===== src/hdl/wrm_pkg.sv =====
// shared types and constants of the windowed rmse error map
`default_nettype none
package wrm_pkg;

    localparam int COL_W  = 11;
    localparam int ROW_W  = 13;
    localparam int POS_W  = 24;
    localparam int CHN_W  = 3;
    localparam int SQ_W   = 16;
    localparam int RMSE_W = 16;

    // depth of the command queue between front and back
    localparam int QUEUE_DEPTH = 4;

    // configuration register map
    localparam int APB_ADDR_W = 4;
    localparam logic [1:0] REG_WIDTH    = 2'd0;
    localparam logic [1:0] REG_HEIGHT   = 2'd1;
    localparam logic [1:0] REG_CHANNELS = 2'd2;

    // reciprocal for the divide by three of the channel average
    localparam int THIRD_DIV   = 3;
    localparam int THIRD_SHIFT = 20;
    localparam int THIRD_MUL   = ((1 << THIRD_SHIFT) + THIRD_DIV - 1) / THIRD_DIV;
    localparam int THIRD_W     = THIRD_SHIFT + 1;

    // effective frame configuration
    typedef struct packed {
        logic [COL_W-1:0] width;
        logic [ROW_W-1:0] height;
        logic [CHN_W-1:0] chans;
        logic [POS_W-1:0] total;
        logic [POS_W-1:0] delay;
    } wrm_cfg_t;

    // one classified request for the back part
    typedef struct packed {
        logic             restart;
        logic             emit;
        logic             last;
        logic [ROW_W-1:0] in_row;
        logic [COL_W-1:0] in_col;
        logic [ROW_W-1:0] out_row;
        logic [COL_W-1:0] out_col;
    } wrm_cmd_t;

endpackage
`default_nettype wire


===== src/hdl/wrm_queue.sv =====
// short command queue between front and back part
`default_nettype none
module wrm_queue import wrm_pkg::*; #(
    parameter int DW = 64
) (
    input  wire logic     clk,
    input  wire logic     rst_n,
    input  wire logic     push,
    input  wire wrm_cmd_t push_cmd,
    input  wire logic [DW-1:0] push_data,
    output logic          full,
    input  wire logic     pop,
    output logic          empty,
    output wrm_cmd_t      head_cmd,
    output logic [DW-1:0] head_data
);

    localparam int PW = $clog2(QUEUE_DEPTH);

    wrm_cmd_t        cmd_mem [QUEUE_DEPTH];
    logic [DW-1:0]   data_mem [QUEUE_DEPTH];
    logic [PW-1:0]   wr_ptr_reg;
    logic [PW-1:0]   rd_ptr_reg;
    logic [PW:0]     count_reg;

    assign full      = (count_reg == (PW+1)'(QUEUE_DEPTH));
    assign empty     = (count_reg == '0);
    assign head_cmd  = cmd_mem[rd_ptr_reg];
    assign head_data = data_mem[rd_ptr_reg];

    // storage
    always_ff @(posedge clk)
    begin
        if (push)
        begin
            cmd_mem[wr_ptr_reg]  <= push_cmd;
            data_mem[wr_ptr_reg] <= push_data;
        end
    end

    // pointers and fill count
    always_ff @(posedge clk or negedge rst_n)
    begin
        if (!rst_n)
        begin
            wr_ptr_reg <= '0;
            rd_ptr_reg <= '0;
            count_reg  <= '0;
        end
        else
        begin
            if (push)
            begin
                wr_ptr_reg <= wr_ptr_reg + PW'(1);
            end
            if (pop)
            begin
                rd_ptr_reg <= rd_ptr_reg + PW'(1);
            end
            if (push && !pop)
            begin
                count_reg <= count_reg + (PW+1)'(1);
            end
            else if (pop && !push)
            begin
                count_reg <= count_reg - (PW+1)'(1);
            end
        end
    end

endmodule
`default_nettype wire


===== config.mk =====
export PLATFORM = sky130hd
export DESIGN_NAME = wrm_queue
export DESIGN_NICKNAME = d
export VERILOG_FILES = /design/src/hdl/wrm_pkg.sv /design/src/hdl/wrm_queue.sv
export SDC_FILE = /design/constraint.sdc
export NUM_CORES = 1
export LEC_CHECK = 0
export BUFFER_PORTS_ARGS = -buffer_cell sky130_fd_sc_hd__buf_2
export CORE_UTILIZATION = 50
export CTS_CLUSTER_DIAMETER = 80
export DETAILED_ROUTE_END_ITERATION = 8
export GPL_TIMING_DRIVEN = 0
export PLACE_DENSITY = 0.77
export SYNTH_ARGS = -nofsm -noshare
export SYNTH_HDL_FRONTEND = slang
export SYNTH_SLANG_ARGS = --single-unit

===== constraint.sdc =====
create_clock -name clk -period 4.1 [get_ports clk]
set_input_delay 0.205 -clock clk [delete_from_list [all_inputs] [get_ports clk]]
set_output_delay 0.205 -clock clk [all_outputs]
set_load 0.01 [all_outputs]

# After elaboration in Yosys (flattened, before gate mapping)

Memory sizes are Yosys's and may differ from the RTL's.
Index checks and enable logic that the tools add are counted.

Register bits: 7
RAM bits: 460
Output and inout port bits: 117
Bits of input ports: 119
Logic and storage cells: 20
Memories: 2

$add $sub $neg: 4
Reductions and logical operators: 6
Mux-type cells: 4
Eq/ne operators: 1

Memories:

| name     | words | bits a word | read ports | clocked after Yosys merged registers in | write ports | RTL line        | RTL |
|---|---|---|---|---|---|---|---|
| data_mem | 4     | 64          | 1          | 0                                       | 1           | wrm_queue.sv:21 | `logic [DW-1:0] data_mem [QUEUE_DEPTH];` |
| cmd_mem  | 4     | 51          | 1          | 0                                       | 1           | wrm_queue.sv:20 | `wrm_cmd_t cmd_mem [QUEUE_DEPTH];` |

Operators with widths:

| cell                  | number |
|---|---|
| $mux W3               | 2 |
| $add A2 B1 Y2 const B | 2 |
| $add A3 B1 Y3 const B | 1 |
| $eq A3 B3 Y1 const B  | 1 |
| $logic_not A3 Y1      | 1 |
| $sub A3 B1 Y3 const B | 1 |
| $logic_and A1 B1 Y1   | 2 |
| $logic_not A1 Y1      | 2 |
| $mux W1               | 2 |
| $reduce_bool A2 Y1    | 1 |

# Longest topological paths before layout

Word-level depth: 4
Depth in mapped cells: 7
Depth with buffers taken out: 7

# Least setup slack after synthesis

Ideal clock, no wire load.

Path type: register to register
Start: reg wr_ptr_reg[0]
End: mem cmd_mem[2][0] (netlist bit) (enable)
Path buffers: 0
Stages on the path, launching flop included: 4
Data required time: 3.613 ns
Setup slack: 0.351 ns
Data arrival time: 3.262 ns
Setup time: 0.487 ns
Period minus slack after synthesis: 3.749 ns
Path through: dfrtp_1 -> inv_1 -> ha_1 -> and2_1

RTL lines:

| what                   | RTL line        | RTL |
|---|---|---|
| start, declared        | wrm_queue.sv:22 | `logic [PW-1:0] wr_ptr_reg;` |
| start signal, assigned | wrm_queue.sv:54 | `wr_ptr_reg <= wr_ptr_reg + PW'(1);` |
| end, declared          | wrm_queue.sv:20 |  |

Straight into the memory's write port.

# Worst setup path after layout

Start: reg rd_ptr_reg[1]
End: out head_data[20]

Longest elaborated chain between the ends: 1

RTL lines:

| what                   | RTL line        | RTL |
|---|---|---|
| start, declared        | wrm_queue.sv:23 | `logic [PW-1:0] rd_ptr_reg;` |
| start signal, assigned | wrm_queue.sv:58 | `rd_ptr_reg <= rd_ptr_reg + PW'(1);` |
| $mem_v2 Z4 W64         | -               |  |
| end, declared          | wrm_queue.sv:15 | `output logic [DW-1:0] head_data` |

No other way between the ends.

==> impl_metrics.csv <==
group,metric,value,unit
outcome,outcome,"finished clean",
logic_synthesis,yosysSeqAreaShare,82.5,%
worst_setup_path,cp.required,3890,ps
detailed_routing,wl_per_cell,22.1,um
floorplan,coreArea,33400,um2
power,p_per_area,690,nW/um2
logic_synthesis,syn_inst,635,
global_route,grt_max_degree,58,
place,portBuffers,235,
sta,skew,12.5,ps
clock_tree,clk_pin_slew,60,ps
cells_and_area,nets,1171,
worst_setup_path,cp_num_cells,5,
detailed_routing,drt_iter0_drc,536,
clock_tree,cts_setup_buffers,0,
floorplan,ioPinCount,236,
sta,hold_viol_final,0,
place,gp_congestion,0.710,
detailed_routing,vias,8205,
worst_setup_path,path_delay_family,"buffers and inverters",
worst_setup_path,cp_max_fo,10,
place,post-place-ws,1880,ps
sta,maxSlewViolCount,0,
global_route,grt_remaining_overflow,0,
clock_tree,htreeDepth,2,
detailed_routing,drc,0,
flow_run,maxCapViolCount,0,
sta,grt_setup_unrepaired,"false",
logic_synthesis,yosys_warnings,0,
sta,finalWorstSetupSlack,1540,ps
logic_synthesis,yosysTopAreaCell,"edfxtp_1",
detailed_routing,first_pass_iters,4,
sta,fmax,0.391,GHz
global_route,grt_pass1_vias,8836,
cells_and_area,area_growth,26.9,%
floorplan,die_w,186,um
cells_and_area,fillers,2160,
min_path,min_path_type,"input port to asynchronous set/reset pin",
cells_and_area,diodes,0,
clock_tree,clk_latency,530,ps
detailed_routing,wirelength,33.9,mm
worst_setup_path,critPathArrivalTime,2350,ps
place,placed_area,18900,um2
logic_synthesis,syn_nets,760,
floorplan,dieArea,34600,um2
detailed_routing,vias_per_cell,5.36,
cells_and_area,multiInputGateArea,2800,um2
worst_setup_path,startpoint_type,"flip-flop",
global_route,antenna_found_initial,0,
cells_and_area,stdcell_area,21500,um2
worst_setup_path,regToRegStartpoint,"wr_ptr_reg[0]$_DFFE_PN0P_",
clock_tree,cts_buffers,48,
cells_and_area,drive_above_1_share,41.1,%
worst_setup_path,ff2ff_path_depth,5,
worst_setup_path,setup.worst_path.start,"rd_ptr_reg[1]$_DFFE_PN0P_",
sta,fin_setup_tns,0,ps
worst_setup_path,critPathKind,"flip-flop to output port",
logic_synthesis,synth_seq_cells,467,
logic_synthesis,syn_area,17000,um2
sta,final.min_clock_period,2560,ps
logic_synthesis,synthDistinctLibCells,19,
cells_and_area,largest_reg_flops,256,
global_route,grt_pass1_wl,50.6,mm
worst_setup_path,crit_chain,"buf_2 -> buf_2 -> buf_2 -> mux4_2 -> buf_2",
logic_synthesis,synth_top_area_share,81.5,%
clock_tree,post_cts_resized,0,
sta,worst_pin_slew,699,ps
clock_tree,cts_tree,"done",
clock_tree,cts_buffer_depth,3,
place,dp.final_hpwl,19.8,mm
sta,slew-limit-headroom,53.4,%
power,p_leak,7.46,nW
floorplan,rows,67,
worst_setup_path,end_kind,"output port",
worst_setup_path,slowest_delay,370,ps
clock_tree,clock-sinks,467,
sta,finalSetupViolCount,0,
cells_and_area,regArea,14000,um2
worst_setup_path,slowest_stage,"mux4_2",
worst_setup_path,cp_num_buf_inv,4,
worst_setup_path,cp_common_cell,"buf_2",
logic_synthesis,synth_area_leaders,"edfxtp_1, mux4_2, dfrtp_1, buf_2, ha_1",
power,ir_drop,495,uV
sta,period_share,62.3,%
floorplan,initial_core_util,50.7,%
detailed_routing,ant_nets,0,
logic_synthesis,syn-mean-instance-area,26.7,um2
floorplan,dieHeight,186,um
clock_tree,cts_root_buf,"clkbuf_16",
global_route,grtUsageTotal,19.9,%
clock_tree,cts.hold.buffers_added,118,
## layout by cell type (no fill, tap or decap)
cell type	count
and2_4	4
buf_12	2
buf_16	6
buf_2	249
buf_4	1
buf_6	5
bufinv_16	1
clkbuf_1	17
clkbuf_16	49
clkinv_1	15
clkinv_2	7
clkinv_4	1
clkinvlp_4	1
dfrtp_1	7
dlygate4sd3_1	118
edfxtp_1	460
fa_1	1
ha_1	5
inv_1	4
inv_6	2
inv_8	1
mux2_2	1
mux4_2	115
nand2_1	2
nor2_1	1
nor3_1	1
nor3b_1	1
o21ai_0	1
xnor2_1	2
xor2_1	4
## kinds of logic (layout without fill, tap and decap cells)
family                     count (synthesis)  in the layout  share of synthesized area (%)
adders and majority gates                  6              6                          0.487
buffers and inverters                     30            479                           1.01
muxes                                    116            116                           15.3
and+or+nand+nor                            9              9                          0.288
AOI/OAI and AO/OA                          1              1                         0.0295
DFF                                      467            467                           82.5
xor gates and xnor gates                   6              6                          0.310
## synthesized netlist by cell type
library cell and count:
dfrtp_1 7, nor3_1 1, nand2_1 2, edfxtp_1 460, mux4_2 115, buf_4 1, buf_6 5, o21ai_0 1
buf_2 14, nor2_1 1, fa_1 1, and2_1 4, clkbuf_1 6, xnor2_1 2, inv_1 4, ha_1 5
mux2_2 1, nor3b_1 1, xor2_1 4
## cell type report
| type | count | share of cell area (%) |
|---|---|---|
| Sequential cell | 467 | 65.0 |
| Multi-Input combinational cell | 138 | 13.0 |
| Timing Repair Buffer | 361 | 11.9 |
| Clock buffer | 60 | 5.89 |
| Tap cell | 448 | 2.61 |
| Clock inverter | 28 | 0.773 |
| Buffer | 26 | 0.727 |
| Inverter | 4 | 0.0698 |
## power by group
part	internal, W	leakage (nW)	switching (W)
clock	0.00226	0.701	0.00171
sequential	0.00624	4.31	0.000206
combinational	0.00204	2.45	0.00240
total	0.0105	7.46	0.00432
## metrics by stage
| stage | util, % | total power (W) | std cells | hold slack, ps |
|---|---|---|---|---|
| 2_1_floorplan | - | 0.00927 | 635 | -90.6 |
| 3_3_place_gp | 55.9 | 0.0109 | 1318 | 47.7 |
| 3_5_place_dp | 56.5 | 0.0109 | 1326 | 50.1 |
| 4_1_cts | 64.3 | 0.0150 | 1532 | 13.8 |
| 5_1_grt | 64.3 | 0.0156 | 1532 | 47.7 |
| 6_report | 64.3 | 0.0149 | 1532 | 32.4 |
## metal layers
metal / track usage [%] / wire length, um / vias up
li1: - / - / 3577
met1: 23.9 / 13200 / 4305
met2: 35.9 / 18000 / 283
met3: 5.32 / 2250 / 40
met4: 4.66 / 483 / 0
met5: 0 / 0 / -
## worst register-to-register path: cells and delay by family (launching register included)
kind / cells / cell delay, ps
buf+inv: 3 / 710
simple gates: 1 / 510
flops: 1 / 420
fa+ha+maj: 1 / 150
## path summary, 6_finish.rpt
kind | to | slack [ps]
max | head_data[20] | 1540
min | count_reg[2]$_DFFE_PN0P_ | 30
max reg2reg | data_mem[0][2]$_DFFE_PP_ | 1930
min reg2reg | count_reg[2]$_DFFE_PN0P_ | 510
max in group asynchronous | wr_ptr_reg[1]$_DFFE_PN0P_ | 3900
min in group clk | data_mem[3][53]$_DFFE_PP_ | 410
Note: power is estimated with default switching activity, not from simulation.
